File: src/hdl/s5c_pkg.sv
// Shared types, protocol constants and greeting tables for the SOCKS5 client reply engine.
// No dependencies; the parser, result queue, top level and checker in hdl/ import this package.
package s5c_pkg;

    localparam int CFG_INDEX_W = 1;
    localparam int CFG_DATA_W  = 9;
    localparam int LEN_W       = 9;

    localparam logic [CFG_INDEX_W-1:0] CFG_AUTH_POLICY   = 1'b0;
    localparam logic [CFG_INDEX_W-1:0] CFG_RECEIVE_LIMIT = 1'b1;

    localparam logic [1:0]       POLICY_RESET = 2'd0;
    localparam logic [LEN_W-1:0] LIMIT_RESET  = 9'd262;

    localparam logic [1:0] POL_ANON     = 2'd0;
    localparam logic [1:0] POL_USERPASS = 2'd1;

    // Result kinds.
    localparam logic [2:0] K_GREET   = 3'd0;
    localparam logic [2:0] K_AUTHREQ = 3'd1;
    localparam logic [2:0] K_CONNREQ = 3'd2;
    localparam logic [2:0] K_BOUND   = 3'd3;
    localparam logic [2:0] K_READY   = 3'd4;
    localparam logic [2:0] K_FAIL    = 3'd5;

    // Failure codes.
    localparam logic [3:0] F_NONE        = 4'd0;
    localparam logic [3:0] F_BAD_VERSION = 4'd1;
    localparam logic [3:0] F_ALL_REJECT  = 4'd2;
    localparam logic [3:0] F_DISALLOWED  = 4'd3;
    localparam logic [3:0] F_AUTH_REJECT = 4'd4;
    localparam logic [3:0] F_BAD_HEADER  = 4'd5;
    localparam logic [3:0] F_SERVER_ERR  = 4'd6;
    localparam logic [3:0] F_BAD_ATYP    = 4'd7;
    localparam logic [3:0] F_EMPTY_HOST  = 4'd8;
    localparam logic [3:0] F_OVER_LIMIT  = 4'd9;
    localparam logic [3:0] F_IDLE_BYTE   = 4'd10;

    // Protocol bytes.
    localparam logic [7:0] VER_SOCKS5      = 8'h05;
    localparam logic [7:0] VER_AUTH        = 8'h01;
    localparam logic [7:0] METHOD_NONE     = 8'h00;
    localparam logic [7:0] METHOD_USERPASS = 8'h02;
    localparam logic [7:0] METHOD_REJECT   = 8'hFF;
    localparam logic [7:0] NMETHODS_ONE    = 8'h01;
    localparam logic [7:0] NMETHODS_TWO    = 8'h02;
    localparam logic [7:0] ATYP_IPV4       = 8'h01;
    localparam logic [7:0] ATYP_DOMAIN     = 8'h03;
    localparam logic [7:0] ATYP_IPV6       = 8'h04;

    localparam logic [LEN_W-1:0] REPLY_LEN_IPV4 = 9'd10;
    localparam logic [LEN_W-1:0] REPLY_LEN_IPV6 = 9'd22;
    localparam logic [LEN_W-1:0] REPLY_LEN_HOST = 9'd7;

    // Bound address kinds.
    localparam logic [1:0] BT_IPV4 = 2'd0;
    localparam logic [1:0] BT_HOST = 2'd1;
    localparam logic [1:0] BT_IPV6 = 2'd2;

    // One queued result; a greeting entry expands into several beats.
    typedef struct packed {
        logic        greet;
        logic [1:0]  policy;
        logic [2:0]  kind;
        logic [7:0]  data_byte;
        logic [3:0]  fail_code;
        logic [7:0]  server_code;
        logic [1:0]  bound_type;
        logic [15:0] bound_port;
    } s5c_desc_t;

    typedef struct packed {
        logic      valid;
        s5c_desc_t desc;
    } s5c_push_t;

    // Index of the final greeting byte for a policy.
    function automatic logic [1:0] greet_last_idx(input logic [1:0] policy);
        greet_last_idx = (policy == POL_ANON || policy == POL_USERPASS) ? 2'd2 : 2'd3;
    endfunction

    function automatic logic [7:0] greet_byte(input logic [1:0] policy,
                                              input logic [1:0] idx);
        logic [7:0] b;
        b = VER_SOCKS5;
        case (idx)
            2'd0: b = VER_SOCKS5;
            2'd1: b = (policy == POL_ANON || policy == POL_USERPASS) ?
                      NMETHODS_ONE : NMETHODS_TWO;
            2'd2: b = (policy == POL_USERPASS) ? METHOD_USERPASS : METHOD_NONE;
            2'd3: b = METHOD_USERPASS;
            default: b = VER_SOCKS5;
        endcase
        greet_byte = b;
    endfunction

endpackage

File: src/hdl/s5c_in_if.sv
// Input channel: valid/ready handshake carrying one command or server byte per beat.
// Standalone; no package dependency.
interface s5c_in_if;
    logic       valid;
    logic       ready;
    logic       func;
    logic [7:0] rx_byte;

    modport source (output valid, output func, output rx_byte, input ready);
    modport sink   (input valid, input func, input rx_byte, output ready);
endinterface

File: src/hdl/s5c_out_if.sv
// Result channel: valid/ready handshake carrying one result beat.
// Standalone; no package dependency.
interface s5c_out_if;
    logic        valid;
    logic        ready;
    logic [2:0]  kind;
    logic [7:0]  data_byte;
    logic        last;
    logic [3:0]  fail_code;
    logic [7:0]  server_code;
    logic [1:0]  bound_type;
    logic [15:0] bound_port;

    modport source (output valid, output kind, output data_byte, output last,
                    output fail_code, output server_code, output bound_type,
                    output bound_port, input ready);
    modport sink   (input valid, input kind, input data_byte, input last,
                    input fail_code, input server_code, input bound_type,
                    input bound_port, output ready);
endinterface

File: src/hdl/s5c_parser.sv
// Input register, configuration registers and the handshake parser state.
// Depends on s5c_pkg; pushes one result entry per producing beat into s5c_result_queue.
module s5c_parser
    import s5c_pkg::*;
(
    input  logic                   clk,
    input  logic                   rst_n,
    input  logic                   cfg_we,
    input  logic [CFG_INDEX_W-1:0] cfg_index,
    input  logic [CFG_DATA_W-1:0]  cfg_data,
    input  logic                   in_valid,
    output logic                   in_ready,
    input  logic                   in_func,
    input  logic [7:0]             in_byte,
    input  logic                   q_room,
    output s5c_push_t              push
);

    typedef enum logic [2:0] {
        ST_IDLE,
        ST_METHOD,
        ST_AUTH,
        ST_CONNECT,
        ST_READY,
        ST_FAILED
    } stage_t;

    logic             item_valid_reg;
    logic             item_func_reg;
    logic [7:0]       item_byte_reg;
    logic [1:0]       auth_policy_reg;
    logic [LEN_W-1:0] receive_limit_reg;

    stage_t           stage_reg, stage_next;
    logic [LEN_W-1:0] byte_index_reg, byte_index_next;
    logic [LEN_W-1:0] reply_length_reg, reply_length_next;
    logic [1:0]       address_kind_reg, address_kind_next;
    logic [7:0]       port_high_reg, port_high_next;
    logic [7:0]       reply_code_reg, reply_code_next;

    logic             fire;
    logic             res_valid;
    logic             res_greet;
    logic [2:0]       res_kind;
    logic [7:0]       res_data;
    logic [3:0]       res_fail;
    logic [15:0]      res_port;
    logic [LEN_W:0]   idx_plus1;
    logic [LEN_W:0]   idx_plus2;
    logic [LEN_W-1:0] host_len;
    logic             method_ok;

    assign in_ready  = !item_valid_reg || q_room;
    assign fire      = item_valid_reg && q_room;
    assign idx_plus1 = {1'b0, byte_index_reg} + 10'd1;
    assign idx_plus2 = {1'b0, byte_index_reg} + 10'd2;
    assign host_len  = REPLY_LEN_HOST + {1'b0, item_byte_reg};
    assign method_ok = (item_byte_reg == METHOD_NONE && auth_policy_reg != POL_USERPASS) ||
                       (item_byte_reg == METHOD_USERPASS && auth_policy_reg != POL_ANON);

    always_comb
    begin
        stage_next        = stage_reg;
        byte_index_next   = byte_index_reg;
        reply_length_next = reply_length_reg;
        address_kind_next = address_kind_reg;
        port_high_next    = port_high_reg;
        reply_code_next   = reply_code_reg;
        res_valid         = 1'b0;
        res_greet         = 1'b0;
        res_kind          = K_FAIL;
        res_data          = 8'd0;
        res_fail          = F_NONE;
        res_port          = 16'd0;

        if (!item_func_reg)
        begin
            stage_next        = ST_METHOD;
            byte_index_next   = '0;
            reply_length_next = '0;
            address_kind_next = BT_IPV4;
            port_high_next    = 8'd0;
            reply_code_next   = 8'd0;
            res_valid         = 1'b1;
            res_greet         = 1'b1;
            res_kind          = K_GREET;
        end
        else
        begin
            case (stage_reg)
                ST_METHOD:
                begin
                    res_valid = 1'b1;
                    if (byte_index_reg == '0)
                    begin
                        if (item_byte_reg != VER_SOCKS5)
                        begin
                            stage_next = ST_FAILED;
                            res_fail   = F_BAD_VERSION;
                        end
                        else
                        begin
                            byte_index_next = 9'd1;
                            res_valid       = 1'b0;
                        end
                    end
                    else if (item_byte_reg == METHOD_REJECT)
                    begin
                        stage_next = ST_FAILED;
                        res_fail   = F_ALL_REJECT;
                    end
                    else if (!method_ok)
                    begin
                        stage_next = ST_FAILED;
                        res_fail   = F_DISALLOWED;
                    end
                    else
                    begin
                        byte_index_next = '0;
                        if (item_byte_reg == METHOD_USERPASS)
                        begin
                            stage_next = ST_AUTH;
                            res_kind   = K_AUTHREQ;
                        end
                        else
                        begin
                            stage_next = ST_CONNECT;
                            res_kind   = K_CONNREQ;
                        end
                    end
                end
                ST_AUTH:
                begin
                    res_valid = 1'b1;
                    if (byte_index_reg == '0)
                    begin
                        if (item_byte_reg != VER_AUTH)
                        begin
                            stage_next = ST_FAILED;
                            res_fail   = F_BAD_VERSION;
                        end
                        else
                        begin
                            byte_index_next = 9'd1;
                            res_valid       = 1'b0;
                        end
                    end
                    else if (item_byte_reg != 8'd0)
                    begin
                        stage_next = ST_FAILED;
                        res_fail   = F_AUTH_REJECT;
                    end
                    else
                    begin
                        byte_index_next = '0;
                        stage_next      = ST_CONNECT;
                        res_kind        = K_CONNREQ;
                    end
                end
                ST_CONNECT:
                begin
                    res_valid = 1'b1;
                    if (byte_index_reg == 9'd0)
                    begin
                        if (item_byte_reg != VER_SOCKS5)
                        begin
                            stage_next = ST_FAILED;
                            res_fail   = F_BAD_HEADER;
                        end
                        else
                        begin
                            byte_index_next = 9'd1;
                            res_valid       = 1'b0;
                        end
                    end
                    else if (byte_index_reg == 9'd1)
                    begin
                        // The server code waits in port_high until the reserved byte checks out.
                        port_high_next  = item_byte_reg;
                        byte_index_next = 9'd2;
                        res_valid       = 1'b0;
                    end
                    else if (byte_index_reg == 9'd2)
                    begin
                        if (item_byte_reg != 8'd0)
                        begin
                            stage_next = ST_FAILED;
                            res_fail   = F_BAD_HEADER;
                        end
                        else
                        begin
                            reply_code_next = port_high_reg;
                            port_high_next  = 8'd0;
                            if (port_high_reg != 8'd0)
                            begin
                                stage_next = ST_FAILED;
                                res_fail   = F_SERVER_ERR;
                            end
                            else
                            begin
                                byte_index_next = 9'd3;
                                res_valid       = 1'b0;
                            end
                        end
                    end
                    else if (byte_index_reg == 9'd3)
                    begin
                        if (item_byte_reg == ATYP_IPV4 || item_byte_reg == ATYP_IPV6)
                        begin
                            address_kind_next = (item_byte_reg == ATYP_IPV4) ? BT_IPV4 : BT_IPV6;
                            reply_length_next = (item_byte_reg == ATYP_IPV4) ?
                                                REPLY_LEN_IPV4 : REPLY_LEN_IPV6;
                            if (reply_length_next > receive_limit_reg)
                            begin
                                stage_next = ST_FAILED;
                                res_fail   = F_OVER_LIMIT;
                            end
                            else
                            begin
                                byte_index_next = 9'd4;
                                res_valid       = 1'b0;
                            end
                        end
                        else if (item_byte_reg == ATYP_DOMAIN)
                        begin
                            address_kind_next = BT_HOST;
                            byte_index_next   = 9'd4;
                            res_valid         = 1'b0;
                        end
                        else
                        begin
                            stage_next = ST_FAILED;
                            res_fail   = F_BAD_ATYP;
                        end
                    end
                    else if (byte_index_reg == 9'd4 && address_kind_reg == BT_HOST)
                    begin
                        if (item_byte_reg == 8'd0)
                        begin
                            stage_next = ST_FAILED;
                            res_fail   = F_EMPTY_HOST;
                        end
                        else
                        begin
                            reply_length_next = host_len;
                            if (host_len > receive_limit_reg)
                            begin
                                stage_next = ST_FAILED;
                                res_fail   = F_OVER_LIMIT;
                            end
                            else
                            begin
                                byte_index_next = 9'd5;
                                res_valid       = 1'b0;
                            end
                        end
                    end
                    else if (idx_plus2 == {1'b0, reply_length_reg})
                    begin
                        port_high_next  = item_byte_reg;
                        byte_index_next = idx_plus1[LEN_W-1:0];
                        res_valid       = 1'b0;
                    end
                    else if (idx_plus1 == {1'b0, reply_length_reg})
                    begin
                        stage_next      = ST_READY;
                        byte_index_next = '0;
                        res_kind        = K_READY;
                        res_port        = {port_high_reg, item_byte_reg};
                    end
                    else
                    begin
                        byte_index_next = idx_plus1[LEN_W-1:0];
                        res_kind        = K_BOUND;
                        res_data        = item_byte_reg;
                    end
                end
                default:
                begin
                    // A byte with no handshake in progress fails but leaves the state alone.
                    res_valid = 1'b1;
                    res_fail  = F_IDLE_BYTE;
                end
            endcase
        end
    end

    always_comb
    begin
        push.valid            = fire && res_valid;
        push.desc.greet       = res_greet;
        push.desc.policy      = auth_policy_reg;
        push.desc.kind        = res_kind;
        push.desc.data_byte   = res_data;
        push.desc.fail_code   = res_fail;
        push.desc.server_code = reply_code_next;
        push.desc.bound_type  = address_kind_next;
        push.desc.bound_port  = res_port;
    end

    always_ff @(posedge clk or negedge rst_n)
    begin
        if (!rst_n)
        begin
            item_valid_reg    <= 1'b0;
            auth_policy_reg   <= POLICY_RESET;
            receive_limit_reg <= LIMIT_RESET;
            stage_reg         <= ST_IDLE;
            byte_index_reg    <= '0;
            reply_length_reg  <= '0;
            address_kind_reg  <= BT_IPV4;
            port_high_reg     <= 8'd0;
            reply_code_reg    <= 8'd0;
        end
        else
        begin
            if (in_valid && in_ready)
                item_valid_reg <= 1'b1;
            else if (fire)
                item_valid_reg <= 1'b0;

            if (cfg_we && cfg_index == CFG_AUTH_POLICY)
                auth_policy_reg <= cfg_data[1:0];
            if (cfg_we && cfg_index == CFG_RECEIVE_LIMIT)
                receive_limit_reg <= cfg_data[LEN_W-1:0];

            if (fire)
            begin
                stage_reg        <= stage_next;
                byte_index_reg   <= byte_index_next;
                reply_length_reg <= reply_length_next;
                address_kind_reg <= address_kind_next;
                port_high_reg    <= port_high_next;
                reply_code_reg   <= reply_code_next;
            end
        end
    end

    always_ff @(posedge clk)
    begin
        if (in_valid && in_ready)
        begin
            item_func_reg <= in_func;
            item_byte_reg <= in_byte;
        end
    end

endmodule

File: src/hdl/s5c_result_queue.sv
// Two-entry result queue that drives the output beats; greeting entries expand into 3 or 4 beats.
// Depends on s5c_pkg.
module s5c_result_queue
    import s5c_pkg::*;
(
    input  logic        clk,
    input  logic        rst_n,
    input  s5c_push_t   push,
    output logic        q_room,
    output logic        out_valid,
    input  logic        out_ready,
    output logic [2:0]  out_kind,
    output logic [7:0]  out_data_byte,
    output logic        out_last,
    output logic [3:0]  out_fail_code,
    output logic [7:0]  out_server_code,
    output logic [1:0]  out_bound_type,
    output logic [15:0] out_bound_port
);

    localparam int DEPTH = 2;

    s5c_desc_t  entry_reg [DEPTH];
    logic       wr_ptr_reg;
    logic       rd_ptr_reg;
    logic [1:0] count_reg;
    logic [1:0] beat_reg;
    s5c_desc_t  head;
    logic       beat_last;
    logic       beat_take;
    logic       pop;

    assign head      = entry_reg[rd_ptr_reg];
    assign q_room    = count_reg != 2'(DEPTH);
    assign beat_last = !head.greet || (beat_reg == greet_last_idx(head.policy));
    assign beat_take = out_valid && out_ready;
    assign pop       = beat_take && beat_last;

    assign out_valid       = count_reg != 2'd0;
    assign out_kind        = head.greet ? K_GREET : head.kind;
    assign out_data_byte   = head.greet ? greet_byte(head.policy, beat_reg) : head.data_byte;
    assign out_last        = beat_last;
    assign out_fail_code   = head.fail_code;
    assign out_server_code = head.server_code;
    assign out_bound_type  = head.bound_type;
    assign out_bound_port  = head.bound_port;

    always_ff @(posedge clk or negedge rst_n)
    begin
        if (!rst_n)
        begin
            wr_ptr_reg <= 1'b0;
            rd_ptr_reg <= 1'b0;
            count_reg  <= 2'd0;
            beat_reg   <= 2'd0;
        end
        else
        begin
            if (push.valid)
                wr_ptr_reg <= !wr_ptr_reg;
            if (pop)
                rd_ptr_reg <= !rd_ptr_reg;
            if (push.valid && !pop)
                count_reg <= count_reg + 2'd1;
            else if (pop && !push.valid)
                count_reg <= count_reg - 2'd1;

            if (pop)
                beat_reg <= 2'd0;
            else if (beat_take)
                beat_reg <= beat_reg + 2'd1;
        end
    end

    always_ff @(posedge clk)
    begin
        if (push.valid)
            entry_reg[wr_ptr_reg] <= push.desc;
    end

endmodule

File: src/hdl/socks5_client_reply_engine.sv
// A beat accepted on req passes the parser's input register and then a result queue entry before it shows on rsp.
// Throughput: one req beat per cycle while rsp keeps up; a start beat occupies rsp for
// three or four greeting beats, and the two-entry result queue sets how far req may run ahead.
// Beats that complete nothing produce no result; they only pass through the parser's input register.
// Reset (rst_n low, asynchronous) empties both stages, returns the handshake to idle and loads
// auth_policy 0 and receive_limit 262.
module socks5_client_reply_engine
    import s5c_pkg::*;
(
    input  logic                   clk,
    input  logic                   rst_n,
    input  logic                   cfg_we,
    input  logic [CFG_INDEX_W-1:0] cfg_index,
    input  logic [CFG_DATA_W-1:0]  cfg_data,
    s5c_in_if.sink                 req,
    s5c_out_if.source              rsp
);

    s5c_push_t push;
    logic      q_room;

    s5c_parser u_parser (
        .clk       (clk),
        .rst_n     (rst_n),
        .cfg_we    (cfg_we),
        .cfg_index (cfg_index),
        .cfg_data  (cfg_data),
        .in_valid  (req.valid),
        .in_ready  (req.ready),
        .in_func   (req.func),
        .in_byte   (req.rx_byte),
        .q_room    (q_room),
        .push      (push)
    );

    s5c_result_queue u_queue (
        .clk             (clk),
        .rst_n           (rst_n),
        .push            (push),
        .q_room          (q_room),
        .out_valid       (rsp.valid),
        .out_ready       (rsp.ready),
        .out_kind        (rsp.kind),
        .out_data_byte   (rsp.data_byte),
        .out_last        (rsp.last),
        .out_fail_code   (rsp.fail_code),
        .out_server_code (rsp.server_code),
        .out_bound_type  (rsp.bound_type),
        .out_bound_port  (rsp.bound_port)
    );

endmodule

File: src/flat_wrapper.sv
// flat-port wrapper written by rule: the top's interface ports become plain ports
module socks5_client_reply_engine_flat import s5c_pkg::*;
  (clk, rst_n, cfg_we, cfg_index, cfg_data, req_valid, req_func, req_rx_byte, req_ready, rsp_valid, rsp_kind, rsp_data_byte, rsp_last, rsp_fail_code, rsp_server_code, rsp_bound_type, rsp_bound_port, rsp_ready);
  s5c_in_if req_i ();
  s5c_out_if rsp_i ();
  input  logic clk;
  input  logic rst_n;
  input  logic cfg_we;
  input  logic [CFG_INDEX_W-1:0] cfg_index;
  input  logic [CFG_DATA_W-1:0] cfg_data;
  input wire logic [$bits(req_i.valid)-1:0] req_valid;
  input wire logic [$bits(req_i.func)-1:0] req_func;
  input wire logic [$bits(req_i.rx_byte)-1:0] req_rx_byte;
  output wire logic [$bits(req_i.ready)-1:0] req_ready;
  output wire logic [$bits(rsp_i.valid)-1:0] rsp_valid;
  output wire logic [$bits(rsp_i.kind)-1:0] rsp_kind;
  output wire logic [$bits(rsp_i.data_byte)-1:0] rsp_data_byte;
  output wire logic [$bits(rsp_i.last)-1:0] rsp_last;
  output wire logic [$bits(rsp_i.fail_code)-1:0] rsp_fail_code;
  output wire logic [$bits(rsp_i.server_code)-1:0] rsp_server_code;
  output wire logic [$bits(rsp_i.bound_type)-1:0] rsp_bound_type;
  output wire logic [$bits(rsp_i.bound_port)-1:0] rsp_bound_port;
  input wire logic [$bits(rsp_i.ready)-1:0] rsp_ready;
  assign req_i.valid = req_valid;
  assign req_i.func = req_func;
  assign req_i.rx_byte = req_rx_byte;
  assign req_ready = req_i.ready;
  assign rsp_valid = rsp_i.valid;
  assign rsp_kind = rsp_i.kind;
  assign rsp_data_byte = rsp_i.data_byte;
  assign rsp_last = rsp_i.last;
  assign rsp_fail_code = rsp_i.fail_code;
  assign rsp_server_code = rsp_i.server_code;
  assign rsp_bound_type = rsp_i.bound_type;
  assign rsp_bound_port = rsp_i.bound_port;
  assign rsp_i.ready = rsp_ready;
  socks5_client_reply_engine u_core (.clk(clk), .rst_n(rst_n), .cfg_we(cfg_we), .cfg_index(cfg_index), .cfg_data(cfg_data), .req(req_i), .rsp(rsp_i));
endmodule
File: config.mk
export PLATFORM = sky130hd
export DESIGN_NAME = socks5_client_reply_engine_flat
export DESIGN_NICKNAME = d
export VERILOG_FILES = /design/src/hdl/s5c_pkg.sv /design/src/hdl/s5c_in_if.sv /design/src/hdl/s5c_out_if.sv /design/src/hdl/s5c_parser.sv /design/src/hdl/s5c_result_queue.sv /design/src/hdl/socks5_client_reply_engine.sv /design/src/flat_wrapper.sv
export SDC_FILE = /design/constraint.sdc
export NUM_CORES = 1
export LEC_CHECK = 0
export BUFFER_PORTS_ARGS = -buffer_cell sky130_fd_sc_hd__buf_4
export CORE_ASPECT_RATIO = 2
export CORE_MARGIN = 10
export CORE_UTILIZATION = 65
export CTS_BUF_LIST = sky130_fd_sc_hd__clkbuf_16
export CTS_CLUSTER_DIAMETER = 80
export CTS_CLUSTER_SIZE = 28
export DETAILED_ROUTE_END_ITERATION = 7
export PLACE_DENSITY_LB_ADDON = 0.25
export SYNTH_ARGS = -nofsm -noshare
export SYNTH_HDL_FRONTEND = slang
export SYNTH_SLANG_ARGS = --single-unit
File: constraint.sdc
create_clock -name clk -period 8 [get_ports clk]
set_input_delay 0 -clock clk [delete_from_list [all_inputs] [get_ports clk]]
set_output_delay 0 -clock clk [all_outputs]
set_load 0.05 [all_outputs]
=== After elaboration in Yosys (flattened, before gate mapping) ===
Memory sizes are Yosys's and may differ from the RTL's.
Index checks and enable logic that the tools add are counted.

* Flip-flop bits (word level): 66
* Memory bits (writable): 88
* Bits of input ports: 24
* Output and inout bits: 44
* Word-level logic and storage cells: 287
* Memories: 1

{| class="wikitable"
|+ Memories
! name !! words !! width !! rd ports !! clocked after Yosys merged registers in !! wr ports !! line !! RTL
|-
| u_core.u_queue.entry_reg || 2 || 44 || 1 || 0 || 1 || s5c_result_queue.sv:23 || <nowiki>s5c_desc_t entry_reg [DEPTH];</nowiki>
|}

* Add/sub/neg operators: 6
* Order comparisons: 2
* Eq/ne operators: 54
* Mux-type cells: 170
* Bitwise logic cells: 1
* Reduce and logical (&&, ||, !) cells: 38

{| class="wikitable"
|+ Operators with widths
! kind !! number
|-
| $mux 9 || 31
|-
| $mux 8 || 25
|-
| $mux 16 || 9
|-
| $mux 3 || 41
|-
| $mux 4 || 12
|-
| $ne 8x8->1 const B || 5
|-
| $mux 2 || 18
|-
| $ne 4x4->1 const B || 9
|-
| $pmux 8 s4 || 1
|-
| $ne 7x7->1 const B || 4
|-
| $mux 1 || 27
|-
| $pmux 9 s3 || 1
|-
| $eq 10x9->1 || 2
|-
| $eq 9x2->1 const B || 2
|-
| $ne 6x6->1 const B || 3
|-
| $pmux 3 s3 || 2
|-
| $eq 8x2->1 const B || 2
|-
| $reduce_bool 8->1 || 2
|-
| $logic_and 1x1->1 || 12
|-
| $pmux 4 s3 || 1
|-
| $reduce_and 12->1 || 1
|-
| $add 9x1->10 const B || 1
|-
| $add 9x2->10 const B || 1
|-
| $reduce_and 10->1 || 1
|-
| 34 further kinds || 58
|}

=== Depth between registers and ports, before layout ===
* Word-level depth: 16
* Gate-level depth with buffers: 16
* Gate-level depth less buffers: 16

=== Modules after synthesis ===
Synthesis repeated with hierarchy kept, for this count alone.

* Cell total of the unflattened synthesis: 772
* Area, all modules: 8424.3 µm²

{| class="wikitable"
|+ By module, submodules not included
! module !! instances !! cells each !! area an instance (µm²) !! seq. area each (µm²)
|-
| s5c_parser || 1 || 581 || 4805.9 || 1550.2
|-
| s5c_result_queue || 1 || 191 || 3618.5 || 2792.7
|}

=== Worst setup path after synthesis ===
OpenSTA, ideal clock, no wires.

* Path type: register -> register
* Start: register u_core.u_parser.item_byte_reg[2]
* End: memory u_core.u_queue.entry_reg[0][0] (netlist name), enable pin
* Library setup time: 0.451 ns
* Data arrival time: 4.688 ns
* Data required time: 7.549 ns
* Slack: 2.861 ns
* Stages on the path, launching flop included: 13
* Path buffers: 1
* Period minus slack after synthesis: 5.139 ns
* Cell sequence: edfxtp_1 > clkbuf_1 > nor3_1 > and3b_1 > xor2_1 > ha_1 > nand2_1 > o21ai_0 > nand2b_1 > nor3b_1 > o21ai_0 > a211oi_2 > nor2b_1

* Cells in the longest elaborated chain, start to end: 14
* Elaborated cells between the ends (all ways): 32
* Those cells by class: 1 x add/sub; 2 x order compare; 5 x eq/ne; 20 x mux; 4 x reduce/logical

{| class="wikitable"
|+ Ends and longest elaborated chain
! what !! line !! RTL
|-
| from (decl) || s5c_parser.sv:30 || <nowiki>logic [7:0] item_byte_reg;</nowiki>
|-
| from (signal assigned) || s5c_parser.sv:344 || <nowiki>item_byte_reg <= in_byte;</nowiki>
|-
| $add 3x8->9 / $eq 8x1->1 (equally long branches) || s5c_parser.sv:57, s5c_parser.sv:208, s5c_parser.sv:211 ||
|-
| $gt 9x9->1 / $mux 5 (equally long branches) || s5c_parser.sv:246, s5c_parser.sv:211 ||
|-
| $mux 1 / $gt 5x9->1 (equally long branches) || s5c_parser.sv:246, s5c_parser.sv:213 ||
|-
| $mux 1 (on tied branches) || s5c_parser.sv:238, s5c_parser.sv:213 ||
|-
| $mux 1 (on tied branches) || s5c_parser.sv:236, s5c_parser.sv:208 ||
|-
| $mux 1 || s5c_parser.sv:206 || <nowiki>else if (byte_index_reg == 9'd3)</nowiki>
|-
| $mux 1 || s5c_parser.sv:183 || <nowiki>else if (byte_index_reg == 9'd2)</nowiki>
|-
| $mux 1 || s5c_parser.sv:176 || <nowiki>else if (byte_index_reg == 9'd1)</nowiki>
|-
| $mux 1 || s5c_parser.sv:163 || <nowiki>if (byte_index_reg == 9'd0)</nowiki>
|-
| $pmux 1 s3 (*) || s5c_parser.sv:90 || <nowiki>case (stage_reg)</nowiki>
|-
| $mux 1 (*) || s5c_parser.sv:76 || <nowiki>if (!item_func_reg)</nowiki>
|-
| $logic_and 1x1->1 (*) || s5c_parser.sv:290 || <nowiki>push.valid = fire && res_valid;</nowiki>
|-
| $mux 1 (*) || s5c_result_queue.sv:77 || <nowiki>if (push.valid)</nowiki>
|-
| $mux 1 (implied by the code) (*) || s5c_result_queue.sv:78 || <nowiki>entry_reg[wr_ptr_reg] <= push.desc;</nowiki>
|-
| to (decl) || s5c_result_queue.sv:23 ||
|}

Mark *: on every way between the ends. The rest lies on a longest branch, timed or not.

=== Final worst setup path ===
* Start: register u_core.u_parser.item_byte_reg[2]
* End: memory u_core.u_queue.entry_reg[0][1] (netlist name), enable pin

Same word-level chain as after synthesis.

==> results.py <==
metrics = {
    "route": {
        "drc_errors": 0,
        "routedWlPerCell_um": 24.79,
        "vias_per_cell": 6.650,
        "drt_iter0_drc": 497,
        "dr.pass1.iters": 7,
        "drt_wl_total_um": 25530,
        "vias": 6850,
        "drtAntennaViolNets": 0,
    },
    "synth": {
        "syn_nets": 846,
        "yosys_register_bits": 154,
        "synth_cells": 796,
        "syn_avg_cell_area_um2": 10.80,
        "synth_warnings": 0,
        "synth.cell_area_um2": 8599,
        "ys_async_sr_fraction_pct": 37.01,
        "synth_edf_count": 97,
        "yosysSeqAreaShare_pct": 50.50,
        "yosys_most_used_dff": "edfxtp_1",
        "ys_types": 78,
    },
    "die": {
        "ioPinCount": 68,
        "row_count": 59,
        "fp.dieH_um": 182.7,
        "core-area_um2": 12990,
        "fp.dieArea_um2": 18510,
        "die_width_um": 101.3,
        "initial_core_util_pct": 66.19,
    },
    "grt": {
        "globalRouteTotalUtil_pct": 28.01,
        "grt-ovfl-total": 0,
        "antenna_found_initial": 1,
        "grt_pass1_wl_um": 39830,
        "grt_pass1_vias": 7208,
        "grt_max_degree": 58,
    },
    "clocking": {
        "cts_tree": "yes",
        "clk_latency_ns": 0.43,
        "cts-root-buf": "clkbuf_16",
        "cts_setup_buffers": 0,
        "clk_pin_slew_ns": 0.07,
        "cts_buffers": 17,
        "cts_htree_levels": 4,
        "cts.path.max_buffers": 2,
        "clock-sinks": 154,
    },
    "timing": {
        "setup_ws_ns": 2.886,
        "rsz0062_at_grt": "no",
        "min_period_over_period_pct": 63.93,
        "tightestPinTransition_ns": 1.303,
        "final-setup-viol-count": 0,
        "finClkSkew_ns": 0.009903,
        "fmax_ghz": 0.1955,
        "setup_tns_ns": 0,
        "period_needed_ns": 5.114,
        "maxSlewHeadroom_pct": 12.98,
        "drv_slew": 0,
        "hold_viol_final": 0,
    },
    "layout": {
        "fill_cells": 854,
        "final_util_pct": 76.84,
        "final_common_cell": "edfxtp_1",
        "nets": 914,
        "drive_above_1_share_pct": 19.95,
        "fin_area_um2": 9983,
        "mostFrequentLayoutCells": "97 x edfxtp_1, 82 x nand2_1, 69 x buf_4",
        "largest_reg_flops": 88,
        "syn2layout_area_growth_pct": 16.09,
        "multi_input_area_um2": 3969,
        "final-seq-area_um2": 4344,
    },
    "worst_setup_path": {
        "critical_path_arrival_ns": 5.15,
        "critical_path_class": "register to register",
        "r2r_cells": 11,
        "rrSetupSlack_ns": 2.89,
        "endpoint_kind": "register",
        "cp-start-kind": "register",
        "crit_fanout": 44,
        "r2r-end": "u_core.u_queue.entry_reg[0][1]$_DFFE_PP_",
        "cp.required_ns": 8.03,
        "r2r_start": "u_core.u_parser.item_byte_reg[2]$_DFFE_PP_",
    },
    "power_and_ir_drop": {
        "power_density_nw_per_um2": 356.3,
        "cellLeakagePower_nw": 4.104,
        "vdd_drop_max_v": 0.0004408,
    },
    "place": {
        "routabilityCongestion": 0.9657,
        "placed_area_um2": 9134,
        "dp_hpwl_um": 18040,
        "dp_slack_ns": 3.190,
        "port_buffers": 67,
    },
    "hold_path": {
        "hold_path_depth": 3,
        "hp-start": "cfg_we",
        "hp-class": "input port to register",
        "min_to": "u_core.u_parser.auth_policy_reg[0]$_DFFE_PN0P_",
    },
    "job": {
        "cap_viol_max_count": 0,
    },
    "status": {
        "status": "finished clean",
    },
}
layout make-up:
cell class,count,area share [%]
repair buffers,91,7.394
clock buffers,17,4.261
well taps,152,1.905
multi-input cells,570,39.75
inverters,30,1.128
flip-flops and latches,154,43.51
diodes,1,0.02507
clock inverters,15,2.018
Yosys cell counts (18+ instances only):
master	number	area share, %
edfxtp_1	97	34
nand2_1	82	3.6
nor2_1	58	2.5
dfrtp_1	54	16
mux2_2	45	5.9
o21ai_0	36	2.1
a21oi_1	29	1.7
inv_1	29	1.3
clkbuf_1	28	1.2
mux2i_1	28	3.3
ha_1	26	3.8
and2_1	24	1.7
nand3_1	19	1.1
xnor2_1	18	1.8
worst max-delay path by stage:
| stage | from | end | slack, ns |
|---|---|---|---|
| 2_1_floorplan | u_core.u_parser.item_byte_reg[2]$_DFFE_PP_ | u_core.u_queue.entry_reg[0][0]$_DFFE_PP_ | 2.86 |
| 3_5_place_dp | u_core.u_parser.item_byte_reg[2]$_DFFE_PP_ | u_core.u_queue.entry_reg[0][33]$_DFFE_PP_ | 3.19 |
| 6_report | u_core.u_parser.item_byte_reg[2]$_DFFE_PP_ | u_core.u_queue.entry_reg[0][1]$_DFFE_PP_ | 2.89 |
| 5_1_grt | u_core.u_parser.item_byte_reg[2]$_DFFE_PP_ | u_core.u_queue.entry_reg[0][26]$_DFFE_PP_ | 2.71 |
| 3_3_place_gp | u_core.u_parser.item_byte_reg[2]$_DFFE_PP_ | u_core.u_queue.entry_reg[0][21]$_DFFE_PP_ | 3.45 |
| 4_1_cts | u_core.u_parser.item_byte_reg[2]$_DFFE_PP_ | u_core.u_queue.entry_reg[0][26]$_DFFE_PP_ | 3.08 |
logic make-up (layout without fill, tap and decap cells):
group	Yosys count	in the layout	share of synthesized area [%]
AO/OA/AOI/OAI	150	150	11.87
XOR/XNOR	27	27	2.750
adder cells (fa/ha/maj)	26	26	3.783
buffers and inverters	72	153	3.448
flip-flops	154	154	50.50
multiplexers	73	73	9.152
other	0	1	0
AND/OR/NAND/NOR	294	294	18.49
critical path: stages, from the launching register on:
cell	delay (ns)
edfxtp_1	0.58
nor3_1	0.55
and3b_1	0.26
xor2_1	0.19
ha_1	0.34
nand2_1	0.07
o21ai_0	0.28
nand2b_1	0.16
nor3b_1	0.54
o21ai_0	0.22
a211oi_2	0.41
nor2b_4	1.11
timing repair:
item,CTS,global route
hold buffers,22,0
endpoints found under the hold margin,78,0
gates resized for setup,0,0
power by group:
| group | switching, mW | internal (mW) | total [mW] | leakage [nW] |
|---|---|---|---|---|
| registers | 0.119 | 1.08 | 1.19 | 1.67 |
| logic | 1.01 | 0.484 | 1.49 | 2.13 |
| clock network | 0.364 | 0.505 | 0.869 | 0.306 |
| total | 1.49 | 2.06 | 3.56 | 4.10 |
stage by stage:
stage                     cells  power (mW)  hold slack [ns]
final                      1030       3.557           0.1087
after global routing       1030       3.701           0.1082
after CTS                  1029       3.554          0.05678
after detailed placement    975       2.677           0.1127
after global placement      975       2.631          0.09574
after floorplan             796       2.251          -0.2956
per-layer routing:
metal	global-route usage [%]	vias to the layer above	wire, um	share of wire, %
li1	-	3064	-	-
met1	27.83	3347	8372	33
met2	49.62	327	13990	55
met3	5.448	112	1275	5.0
met4	19.72	0	1891	7.4
met5	0	-	0	0
Note: power is estimated with default switching activity, not from simulation.
